<file path="src/rtl/mvt_pkg.sv">
// Shared types, constants and helper functions for the matrix-vector transform.
package mvt_pkg;

   localparam int DIM         = 4;
   localparam int NUM_REGS    = 8;
   localparam int CSR_INDEX_W = 4;
   localparam int CSR_DATA_W  = 64;
   localparam int COEF_W      = 32;
   localparam int PROD_W      = 2 * COEF_W;
   localparam int ACC_W       = PROD_W + 2;
   localparam int FRAC_W      = 16;
   localparam int CELL_STAGES = 2;
   localparam int LATENCY     = DIM * CELL_STAGES + 1;

   localparam logic [COEF_W-1:0] Q16_ONE = COEF_W'(32'h0001_0000);
   localparam logic [COEF_W-1:0] Q16_MAX = COEF_W'(32'h7FFF_FFFF);
   localparam logic [COEF_W-1:0] Q16_MIN = COEF_W'(32'h8000_0000);

   typedef logic signed [COEF_W-1:0] q16_type;
   typedef logic signed [PROD_W-1:0] prod_type;
   typedef logic signed [ACC_W-1:0]  acc_type;

   // One word as it walks down the cell chain: the vector and the running row sums.
   typedef struct packed {
      q16_type [DIM-1:0] vec;
      acc_type [DIM-1:0] sum;
   } lane_type;

   typedef struct packed {
      logic                   we;
      logic [CSR_INDEX_W-1:0] index;
      logic [CSR_DATA_W-1:0]  data;
   } csr_wr_type;

   // Identity matrix after reset.
   function automatic q16_type coef_reset(input int row, input int col);
      q16_type res;
      res = (row == col) ? q16_type'(Q16_ONE) : '0;
      return res;
   endfunction

   // Shift right by the fraction width and clamp to the 32-bit range.
   function automatic q16_type sat_q16(input acc_type s);
      logic [ACC_W-FRAC_W-COEF_W:0] top_bits;
      q16_type                      res;
      top_bits = s[ACC_W-1:FRAC_W+COEF_W-1];
      if ((top_bits == '0) || (top_bits == '1)) begin
         res = s[FRAC_W+COEF_W-1:FRAC_W];
      end else if (s[ACC_W-1]) begin
         res = Q16_MIN;
      end else begin
         res = Q16_MAX;
      end
      return res;
   endfunction

endpackage

</file>
<file path="src/rtl/mvt_sat.sv">
// Output stage: scale and clamp the row sums and hold the result word.
module mvt_sat (
   input  logic                         clock,
   input  logic                         reset,
   input  logic                         in_valid,
   output logic                         in_stall,
   input  mvt_pkg::lane_type            in_lane,
   output logic                         out_valid,
   input  logic                         out_stall,
   output mvt_pkg::q16_type [mvt_pkg::DIM-1:0] out_vec
);
   import mvt_pkg::*;

   q16_type [DIM-1:0] res_ff;
   q16_type [DIM-1:0] res_in;
   logic              valid_ff;
   logic              valid_in;
   logic              en;

   assign en       = !valid_ff || !out_stall;
   assign in_stall = !en;
   assign valid_in = en ? in_valid : valid_ff;

   always_comb begin
      for (int r = 0; r < DIM; r++) begin
         res_in[r] = sat_q16(in_lane.sum[r]);
      end
   end

   always_ff @(posedge clock) begin
      if (reset) begin
         valid_ff <= 1'b0;
      end else begin
         valid_ff <= valid_in;
      end
   end

   always_ff @(posedge clock) begin
      if (en) begin
         res_ff <= res_in;
      end
   end

   assign out_valid = valid_ff;
   assign out_vec   = res_ff;

endmodule

</file>
<file path="config.mk">
export PLATFORM = sky130hd
export DESIGN_NAME = mvt_sat
export DESIGN_NICKNAME = d
export VERILOG_FILES = /design/src/rtl/mvt_pkg.sv /design/src/rtl/mvt_sat.sv
export SDC_FILE = /design/constraint.sdc
export NUM_CORES = 1
export LEC_CHECK = 0
export BUFFER_PORTS_ARGS = -buffer_cell sky130_fd_sc_hd__buf_2
export CORE_AREA = 4 4 204 206
export CTS_BUF_LIST = sky130_fd_sc_hd__clkbuf_8
export CTS_CLUSTER_DIAMETER = 40
export CTS_CLUSTER_SIZE = 14
export DETAILED_ROUTE_END_ITERATION = 8
export DIE_AREA = 0 0 208 210
export GPL_TIMING_DRIVEN = 0
export MAX_ROUTING_LAYER = met4
export PLACE_DENSITY_LB_ADDON = 0.12
export SETUP_SLACK_MARGIN = 0.15
export SLEW_MARGIN = 10
export SYNTH_ARGS = -nofsm -noshare
export SYNTH_HDL_FRONTEND = slang
export SYNTH_SLANG_ARGS = --single-unit
</file>
<file path="constraint.sdc">
create_clock -name clock -period 5.05 [get_ports clock]
set_input_delay 0.505 -clock clock [delete_from_list [all_inputs] [get_ports clock]]
set_output_delay 0.505 -clock clock [all_outputs]
set_load 0.05 [all_outputs]
</file>
==> flow_metrics.tcl, run 1 <==
set metrics [dict create \
    dr.pass1.iters 4 \
    avgRoutedWirePerCell_um 16.6 \
    cts_root_buf "clkbuf_8" \
    combPwrFrac_pct 20.0 \
    switching_share_pct 31.6 \
    dp_cells 1204 \
    synth_seq_area_share_pct 70.5 \
    tritoncts "yes" \
    final_common_cell "buf_2" \
    cts_sinks 129 \
    detail_route.iter0.violations 144 \
    drive_gt1_share_pct 56.8 \
    final_cell_mix "buf_2 (335), edfxtp_1 (128), a21o_1 (120)" \
    clk_latency_ps 460 \
    grt_pass1_wl_um 30000 \
    skew_ps 10.4 \
    finalMaxSlewViolations 0 \
    crit_chain "nand2_4 > buf_16 > inv_1 > buf_2" \
    path_clk_slew_ps 80 \
    max_freq_mhz 465 \
    io_buffers 333 \
    grt_util_all_layers_pct 9.54 \
    path_class "reg2out" \
    hpwl_um 15800 \
    worstPathArrival_ps 1650 \
    rsz0062_at_grt "no" \
    timing.max_slew.rel_slack_pct 56.4 \
    pin_count 526 \
    stdcell_count 1238 \
    yosysWarningCount 0 \
    min_period_over_period_pct 42.6 \
    internal_power_mw 1.83 \
    routed_wirelength_um 20600 \
    num-fill-cells 4414 \
    cts-buffers-inserted 17 \
    cap_violations 0 \
    cts_resized 0 \
    status "finished, final reports clean" \
    antenna_found_initial 3 \
    period_needed_ps 2150 \
    die_w_um 208 \
    crit_path_end_kind "output port" \
    p_sw_mw 0.846 \
    setup_viol 0 \
    synth.distinct_cells 19 \
    critical_path.max_fanout 44 \
    grt_max_degree 45 \
    powerDensity_nw_per_um2 324 \
    clock_path_buffers 2 \
    synth_cells 343 \
    pwr-share-seq_pct 47.6 \
    routed-via-count 4379 \
    rows 73 \
    timing.hold.ws_ps 205 \
    ant_nets 0 \
    syn-num-nets 739 \
    start_kind "flip-flop" \
    grt_pass1_vias 4759 \
    post-route-util_pct 20.8 \
    die_h_um 210 \
    areaGrowthSynthToFinish_pct 50.6 \
    critPathSlowestCell "dfxtp_1" \
    cts_htree_levels 4 \
    fin_nets 1094 \
    initial_core_util_pct 13.8 \
    p_total_mw 2.68 \
    cp.required_ps 4550 \
    gp_congestion 0.762 \
    drc 0 \
    worst_hold_path_type "in2reg" \
    leakage_nw 4.00 \
    power.share.clock_pct 32.4 \
    ir_drop_v 0.000170 \
    final_area_um2 8260 \
    cp_slowest_stage_delay_ps 390 \
    vias_per_cell 3.54 \
    grt_overflow_total 0 \
    tightest_slew_ps 654 \
    hold_viol_final 0 \
    placed_area_um2 7890 \
    postCtsHoldBufs 0 \
    ys_ff_latch 129 \
    core-area_um2 39600 \
    post_cts_buffers 0 \
    dieArea_um2 43700 \
    synth_area_per_cell_um2 16.0 \
    netlist_area_um2 5480 \
]
[Yosys cell counts]
cell type      instances  area [um2]
buf_6                 18         203
nor2_1                 9        33.8
a21o_1               120         901
a311oi_2               3        45.0
buf_2                  2        10.0
nor4_2                 4        50.1
nor4_1                17         106
nand4_1               20         125
dfxtp_1                1        20.0
edfxtp_1             128        3840
a41o_1                 1        10.0
nand2_1                1        3.75
inv_1                  1        3.75
and3_1                 3        18.8
dlygate4sd3_1          1        10.0
a21o_2                 4        35.0
clkbuf_1               4        15.0
buf_4                  3        22.5
a31o_2                 3        26.3
[critical path, delay by kind of cell, from the launching register on]
kind                   cells  cell delay (ps)
buffers and inverters      3              630
and+or+nand+nor            1              170
DFF                        1              390
[power by group through the flow]
stage               logic, mW  clock network, mW  registers, mW
floorplan              0.0775                  0           1.57
global placement        0.539                  0           1.31
detailed placement      0.542                  0           1.30
CTS                     0.543              0.932           1.28
global route            0.567              0.971           1.28
finish                  0.535              0.868           1.27
[cell type report]
| type | count | area [um2] | area share (%) |
|---|---|---|---|
| Sequential cell | 129 | 3860 | 46.8 |
| Timing Repair Buffer | 336 | 1740 | 21.1 |
| Multi-Input combinational cell | 185 | 1360 | 16.5 |
| Tap cell | 525 | 657 | 7.96 |
| Buffer | 28 | 260 | 3.15 |
| Clock buffer | 17 | 234 | 2.83 |
| Clock inverter | 14 | 126 | 1.53 |
| Antenna cell | 3 | 7.51 | 0.0909 |
| Inverter | 1 | 3.75 | 0.0455 |
[routing by layer]
layer / GRT usage [%] / vias up / part of all wire [%]
li1: - / 2089 / -
met5: - / - / 0
met3: 5.95 / 11 / 13
met4: 3.06 / 0 / 1.3
met2: 14.1 / 221 / 44
met1: 10.7 / 2058 / 41
[stage by stage]
stage	setup WS, ps	TNS, ps
6_report	2900	0
5_1_grt	2730	0
4_1_cts	2790	0
3_5_place_dp	2820	0
3_3_place_gp	-1520	-133170
2_1_floorplan	164	0
[final timing paths]
kind,start,endpoint,slack (ps),cells after the start
worst max register to register,out_valid,out_vec[25],3300,4
worst min-delay path,reset,out_valid,200,2
worst max-delay path,out_valid,in_stall,2900,4
worst min register to register,out_valid,out_vec[94],720,1
[kinds of logic (layout without fill, tap and decap cells)]
kind of cell | count (synthesis) | in the layout | share of synthesized area, %
buf+inv | 29 | 396 | 4.81
other cells | 0 | 3 | 0
compound gates | 131 | 131 | 18.6
flops | 129 | 129 | 70.5
simple gates | 54 | 54 | 6.16
[state kept, by name (all words and copies together) (netlist names)]
signal / cells
out_vec: 128
out_valid: 1
Note: power is estimated with default switching activity, not from simulation.
==> run 2, diff against run 1 <==
--- a/config.mk
+++ b/config.mk
@@ -5,13 +5,14 @@
 export SDC_FILE = /design/constraint.sdc
 export NUM_CORES = 1
 export LEC_CHECK = 0
+export ABC_AREA = 1
 export BUFFER_PORTS_ARGS = -buffer_cell sky130_fd_sc_hd__buf_2
-export CORE_AREA = 4 4 204 206
+export CORE_AREA = 4 4 200 202
 export CTS_BUF_LIST = sky130_fd_sc_hd__clkbuf_8
 export CTS_CLUSTER_DIAMETER = 40
 export CTS_CLUSTER_SIZE = 14
 export DETAILED_ROUTE_END_ITERATION = 8
-export DIE_AREA = 0 0 208 210
+export DIE_AREA = 0 0 204 206
 export GPL_TIMING_DRIVEN = 0
 export MAX_ROUTING_LAYER = met4
 export PLACE_DENSITY_LB_ADDON = 0.12
==> constraint.sdc (replaced) <==
create_clock -name clock -period 2.1 [get_ports clock]
set_input_delay 0.21 -clock clock [delete_from_list [all_inputs] [get_ports clock]]
set_output_delay 0.21 -clock clock [all_outputs]
set_load 0.05 [all_outputs]
==> run 2 against run 1 <==
  * Critical path type unchanged
  * Die area is 3.8% lower
  * Critical path depth is 1 lower
  * Combinational power grew to 2.7 times the previous value
  * Flip-flop and latch count stayed put
  * Synthesized cell count is 57% higher
  * Power grew to 2.5 times the previous value
  * Setup slack worse by 2500 ps
  * Via count is 23% higher
  * First-iteration DRC count is 62% higher
  * Core utilization is 4.2 points higher
  * Wire length is 9.1% higher
  * Sequential power is 140% higher
==> flow_metrics.tcl, run 2 <==
set metrics [dict create \
    critPathSlowestCell "dfxtp_4" \
    yosys-top-cells-area "edfxtp_1 (69%), nand2_1 (20%), nor2_1 (3.9%)" \
    routed-via-count 5380 \
    synth.largest_area_cell "edfxtp_1" \
    route.met2.wl_um 9390 \
    grt_max_degree 65 \
    routed_wirelength_um 22400 \
    initial_core_util_pct 14.6 \
    gp_congestion 0.723 \
    tritoncts "yes" \
    grt_util_all_layers_pct 10.7 \
    min_period_over_period_pct 81.9 \
    synth.most_common_cell "nand2_1" \
    final_area_um2 9600 \
    yosysWarningCount 0 \
    syn-num-nets 935 \
    areaGrowthSynthToFinish_pct 71.5 \
    crit_path_end_kind "output port" \
    maxUsedRoutingLayer "met4" \
    post_cts_buffers 0 \
    core-area_um2 38300 \
    synthSimpleGateAreaFrac_pct 26.5 \
    cts_htree_levels 4 \
    die_h_um 206 \
    finalMaxSlewViolations 0 \
    hp-start "in_lane[37]" \
    hpwl_um 16100 \
    io_buffers 333 \
    placed_area_um2 7940 \
    cts_sinks 129 \
    ant_nets 0 \
    path_class "reg2out" \
    synth_seq_area_share_pct 69.0 \
    yosys.area_share.adder_pct 0 \
    synth_area_per_cell_um2 10.4 \
    ys_ff_latch 129 \
    worst-path-buf-inv 2 \
    rows 72 \
    hold_viol_final 0 \
    clk_latency_ps 470 \
    reg2reg_to "out_valid" \
    grt_overflow_total 0 \
    grt_pass1_wl_um 32700 \
    r2r_setup_slack_ps 520 \
    fin_nets 1414 \
    skew_ps 17.0 \
    vias_per_cell 3.47 \
    dr_wl_met3_um 2230 \
    synth_compound_area_share_pct 0 \
    die_w_um 204 \
    rr_worst_depth 5 \
    cts_root_buf "clkbuf_8" \
    avgRoutedWirePerCell_um 14.5 \
    synth_edf_count 128 \
    drive_gt1_share_pct 38.7 \
    min_path_cells 3 \
    synth-main-ff-cell "edfxtp_1" \
    synth.mux.area_fraction_pct 0 \
    cts-buffers-inserted 17 \
    path_clk_slew_ps 80 \
    worst_hold_path_type "in2reg" \
    setup_viol 0 \
    synth_top_family_by_area "simple AND/OR/NAND/NOR gates" \
    worstPathArrival_ps 1510 \
    dieArea_um2 42000 \
    detail_route.iter0.violations 233 \
    pin_count 526 \
    reg2reg_from "out_valid" \
    netlist_area_um2 5600 \
    crit_chain "nand2_8 > clkinvlp_4 > buf_2" \
    diodes 0 \
    powerDensity_nw_per_um2 702 \
    clock_path_buffers 2 \
    synth.distinct_cells 17 \
    synth_commonest_cells "nand2_1 (291), edfxtp_1 (128), nor2_1 (58)" \
    synthXorXnorAreaFrac_pct 0 \
    start_kind "flip-flop" \
    cp.required_ps 1890 \
    post-route-util_pct 25.1 \
    ir_drop_v 0.000360 \
    cp_slowest_stage_delay_ps 450 \
    final_common_cell "buf_2" \
    status "finished, final reports clean" \
    whs_endpoint "out_vec[21]" \
    synthArstFlopShare_pct 0 \
    dr.pass1.iters 4 \
    largest_register_ff_count 128 \
    finalSetupTns_ps 0 \
    final_cell_mix "buf_2 (339), nand2_1 (290), edfxtp_1 (128)" \
    critPathTopFamily "flip-flops" \
    timing.max_slew.rel_slack_pct 34.4 \
    period_needed_ps 1720 \
    cap_violations 0 \
    leakage_nw 4.28 \
    synth_cells 539 \
    rsz0062_at_grt "no" \
    antenna_found_initial 0 \
    yosysTopAreaCellShare_pct 68.6 \
    max_freq_mhz 582 \
    tightest_slew_ps 985 \
    grt_pass1_vias 5594 \
    drc 0 \
    critical_path.max_fanout 33 \
    drt-met1-wl_um 10500 \
]
run 2: changes by cell type after synthesis, moves of 4 or more:
cell and delta:
inv_1 +4, nor4_2 -4, a21o_2 -4, buf_2 +4, or2_1 +4, a21o_1 -120, nand4_1 -12, nand3_1 +9
nor4_1 -17, nand2_1 +290, buf_6 -6, nor2_1 +49
run 2: per-layer routing:
metal  vias to the layer above  GRT usage [%]
li1                       2720              -
met1                      2401           13.6
met2                       243           15.2
met3                        16           4.63
met4                         0           3.49
met5                         -              -
run 2: worst max-delay path by stage:
stage               startpoint         to  slack (ps)  cells past startpoint
floorplan            out_valid  out_valid         280                      4
global placement     out_stall   in_stall         190                      4
detailed placement   out_stall   in_stall         180                      4
CTS                  out_valid   in_stall         160                      3
global route         out_valid   in_stall         240                      3
finish               out_valid   in_stall         380                      3
run 2: tightest hold or removal path, cell delays in order:
cell and delay [ps]:
buf_2 90, nand2_1 50, nand2_1 60
run 2: cells by family (layout without fill, tap and decap cells):
kind of cell           Yosys count  in the layout
flip-flops                     129            129
buffers and inverters           33            523
AND/OR/NAND/NOR                377            379
run 2: through the flow:
stage | cells | total power [mW] | hold slack (ps) | setup WS (ps)
floorplan | 539 | 3.92 | 275 | 282
global placement | 1390 | 4.39 | 364 | 186
detailed placement | 1390 | 4.39 | 363 | 183
CTS | 1549 | 6.91 | 0.221 | 158
global route | 1549 | 7.09 | 23.6 | 236
finish | 1549 | 6.74 | 49.1 | 380
run 2: area by class of cell:
class / count / area [um2]
fill: 4181 / 28700
sequential: 129 / 3870
timing repair buffer: 458 / 2920
multi-input combinational: 379 / 1520
tap: 518 / 648
clock buffer: 17 / 234
buffer: 28 / 231
clock inverter: 15 / 156
inverter: 5 / 22.5
run 2: report_power, final:
group | internal [mW] | total (mW) | switching (mW)
clock network | 1.07 | 2.23 | 1.16
registers | 3.02 | 3.07 | 0.0444
logic | 0.463 | 1.44 | 0.977
run 2: repair_timing:
action | in CTS | in global routing
gates resized for setup | 0 | 1
hold endpoints to repair | 124 | 0
hold buffers | 125 | 0
setup endpoints to repair | 1 | 1
pin swaps | 1 | 0
gates cloned | 2 | 0
==> run 3, diff against run 2 <==
--- a/config.mk
+++ b/config.mk
@@ -5,14 +5,14 @@
 export SDC_FILE = /design/constraint.sdc
 export NUM_CORES = 1
 export LEC_CHECK = 0
-export ABC_AREA = 1
+export ABC_AREA = 0
 export BUFFER_PORTS_ARGS = -buffer_cell sky130_fd_sc_hd__buf_2
-export CORE_AREA = 4 4 200 202
+export CORE_AREA = 4 4 204 206
 export CTS_BUF_LIST = sky130_fd_sc_hd__clkbuf_8
 export CTS_CLUSTER_DIAMETER = 40
 export CTS_CLUSTER_SIZE = 14
 export DETAILED_ROUTE_END_ITERATION = 8
-export DIE_AREA = 0 0 204 206
+export DIE_AREA = 0 0 208 210
 export GPL_TIMING_DRIVEN = 0
 export MAX_ROUTING_LAYER = met4
 export PLACE_DENSITY_LB_ADDON = 0.12
==> constraint.sdc (replaced) <==
create_clock -name clock -period 1.8 [get_ports clock]
set_input_delay 0.18 -clock clock [delete_from_list [all_inputs] [get_ports clock]]
set_output_delay 0.18 -clock clock [all_outputs]
set_load 0.05 [all_outputs]
==> run 3 against run 2 <==
  * Clock power increased by 34%
  * Critical path type unchanged
  * Clock-buffer cell count stayed put
  * Largest power group unchanged
  * Sequential share of layout area decreased by 0.073 points
  * Wire length is 0.19% lower
  * Sequential power is 17% higher
  * Clock skew shrank 3.1 ps
  * Hold slack worse by 8.8 ps
  * Via count down 8.1%
==> flow_metrics.tcl, run 3 (synthesis results as in run 1) <==
set metrics [dict create \
    status "finished, final reports clean" \
    final_common_cell "buf_2" \
    pwr-share-seq_pct 43.1 \
    core-area_um2 39600 \
    cts_root_buf "clkbuf_8" \
    hold_viol_final 0 \
    crit_path_end_kind "output port" \
    grt_max_degree 65 \
    clk_latency_ps 470 \
    ant_nets 0 \
    critical_path.max_fanout 17 \
    clock_path_buffers 2 \
    tritoncts "yes" \
    rows 73 \
    min_path_cells 2 \
    post-route-util_pct 24.3 \
    routed_wirelength_um 22400 \
    combPwrFrac_pct 21.0 \
    setup_viol 0 \
    hpwl_um 15700 \
    cap_violations 0 \
    tightest_slew_ps 589 \
    pin_count 526 \
    vias_per_cell 3.62 \
    leakage_nw 4.54 \
    areaGrowthSynthToFinish_pct 75.4 \
    cts-buffers-inserted 17 \
    timing.max_slew.rel_slack_pct 60.7 \
    crit_cells 3 \
    max_freq_mhz 652 \
    die_w_um 208 \
    path_class "reg2out" \
    maxUsedRoutingLayer "met4" \
    p_total_mw 8.30 \
    rr_worst_depth 5 \
    worst-path-buf-inv 2 \
    grt_util_all_layers_pct 10.4 \
    routed-via-count 4944 \
    grt_overflow_total 0 \
    min_period_over_period_pct 85.2 \
    diodes 0 \
    dr_wl_met3_um 2280 \
    initial_core_util_pct 13.8 \
    rsz0062_at_grt "yes" \
    gp_congestion 0.767 \
    drt-met1-wl_um 10500 \
    dr.pass1.iters 4 \
    path_clk_slew_ps 90 \
    worst_hold_path_type "in2reg" \
    num-fill-cells 4325 \
    final_cell_mix "buf_2 (334), edfxtp_1 (128), dlygate4sd3_1 (127)" \
    crit_chain "nand2_8 > clkinvlp_4 > buf_4" \
    skew_ps 13.9 \
    dieArea_um2 43700 \
    ir_drop_v 0.000405 \
    detail_route.iter0.violations 149 \
    grt_pass1_wl_um 33200 \
    cts_htree_levels 4 \
    antenna_found_initial 0 \
    drive_gt1_share_pct 48.7 \
    period_needed_ps 1530 \
    fin_nets 1223 \
    avgRoutedWirePerCell_um 16.4 \
    cp_slowest_stage_delay_ps 380 \
    die_h_um 210 \
    final_area_um2 9620 \
    drc 0 \
    critPathTopFamily "flip-flops" \
    powerDensity_nw_per_um2 863 \
    cts_sinks 129 \
    worstPathArrival_ps 1350 \
    critPathSlowestCell "dfxtp_4" \
    io_buffers 333 \
    cp.required_ps 1620 \
    switching_share_pct 30.6 \
    internal_power_mw 5.76 \
    largest_register_ff_count 128 \
    finalMaxSlewViolations 0 \
    power.share.clock_pct 35.9 \
    route.met2.wl_um 9320 \
    p_sw_mw 2.54 \
    placed_area_um2 7830 \
    grt_pass1_vias 5300 \
    start_kind "flip-flop" \
]
## run 3: cell types whose count changed in the layout (fill, tap and decap cells not counted), sizes merged, moves of 3 or more
cell | previous run | this run
nor2 | 58 | 9
a31o | 0 | 3
nand3 | 10 | 0
bufinv | 2 | 5
and3 | 0 | 3
a311oi | 0 | 3
or2 | 4 | 0
a21o | 0 | 124
nand4 | 8 | 20
inv | 9 | 2
nor4 | 0 | 21
nand2 | 295 | 4
## run 3: area by class of cell
cell class / count / area, um2 / area share, %
Sequential cell: 129 / 3870 / 40.2
Clock buffer: 17 / 234 / 2.43
Clock inverter: 14 / 213 / 2.21
Timing Repair Buffer: 462 / 2970 / 30.8
Tap cell: 525 / 657 / 6.83
Multi-Input combinational cell: 188 / 1410 / 14.7
Buffer: 28 / 262 / 2.72
Inverter: 1 / 7.51 / 0.0780
## run 3: per-layer routing
layer | up-vias | GRT usage [%]
met4 | 0 | 3.47
met5 | - | -
met2 | 259 | 14.8
li1 | 2347 | -
met3 | 16 | 4.32
met1 | 2322 | 13.5
## run 3: worst paths after layout
| check | from | to | slack, ps |
|---|---|---|---|
| max | out_valid | in_stall | 270 |
| min | in_lane[109] | out_vec[59] | 40 |
| max reg2reg | out_valid | out_valid | 320 |
| min reg2reg | out_valid | out_vec[101] | 760 |
## run 3: timing repair
action	4_1_cts	5_1_grt
hold buffers	126	0
buffers inserted	3	0
gates cloned	3	0
resized for setup	1	4
pin swaps	1	0
endpoints found under the hold margin	125	0
setup endpoints to repair	2	6
## run 3: power by group through the flow
stage / sequential, mW / clock (mW) / combinational, mW
after floorplan: 4.38 / 0 / 0.219
after global placement: 3.65 / 0 / 1.51
after detailed placement: 3.65 / 0 / 1.50
after CTS: 3.58 / 3.14 / 1.77
after global routing: 3.60 / 3.24 / 1.85
final: 3.58 / 2.98 / 1.74
## run 3: worst reg2reg max path, stage by stage, from the launching register on
cell           delay [ps]
dfxtp_4               380
nand2_8               180
clkinvlp_4            130
nor2_1                110
nor2_1                 40
dlygate4sd3_1         540
## run 3: metrics by stage
stage	worst slack [ps]	TNS, ps	hold WS [ps]	instances
floorplan	19.3	0	243	343
global placement	-146	-5430	334	1201
detailed placement	-126	-4180	340	1201
CTS	112	0	0.604	1364
global route	145	0	14.6	1364
finish	266	0	40.3	1364
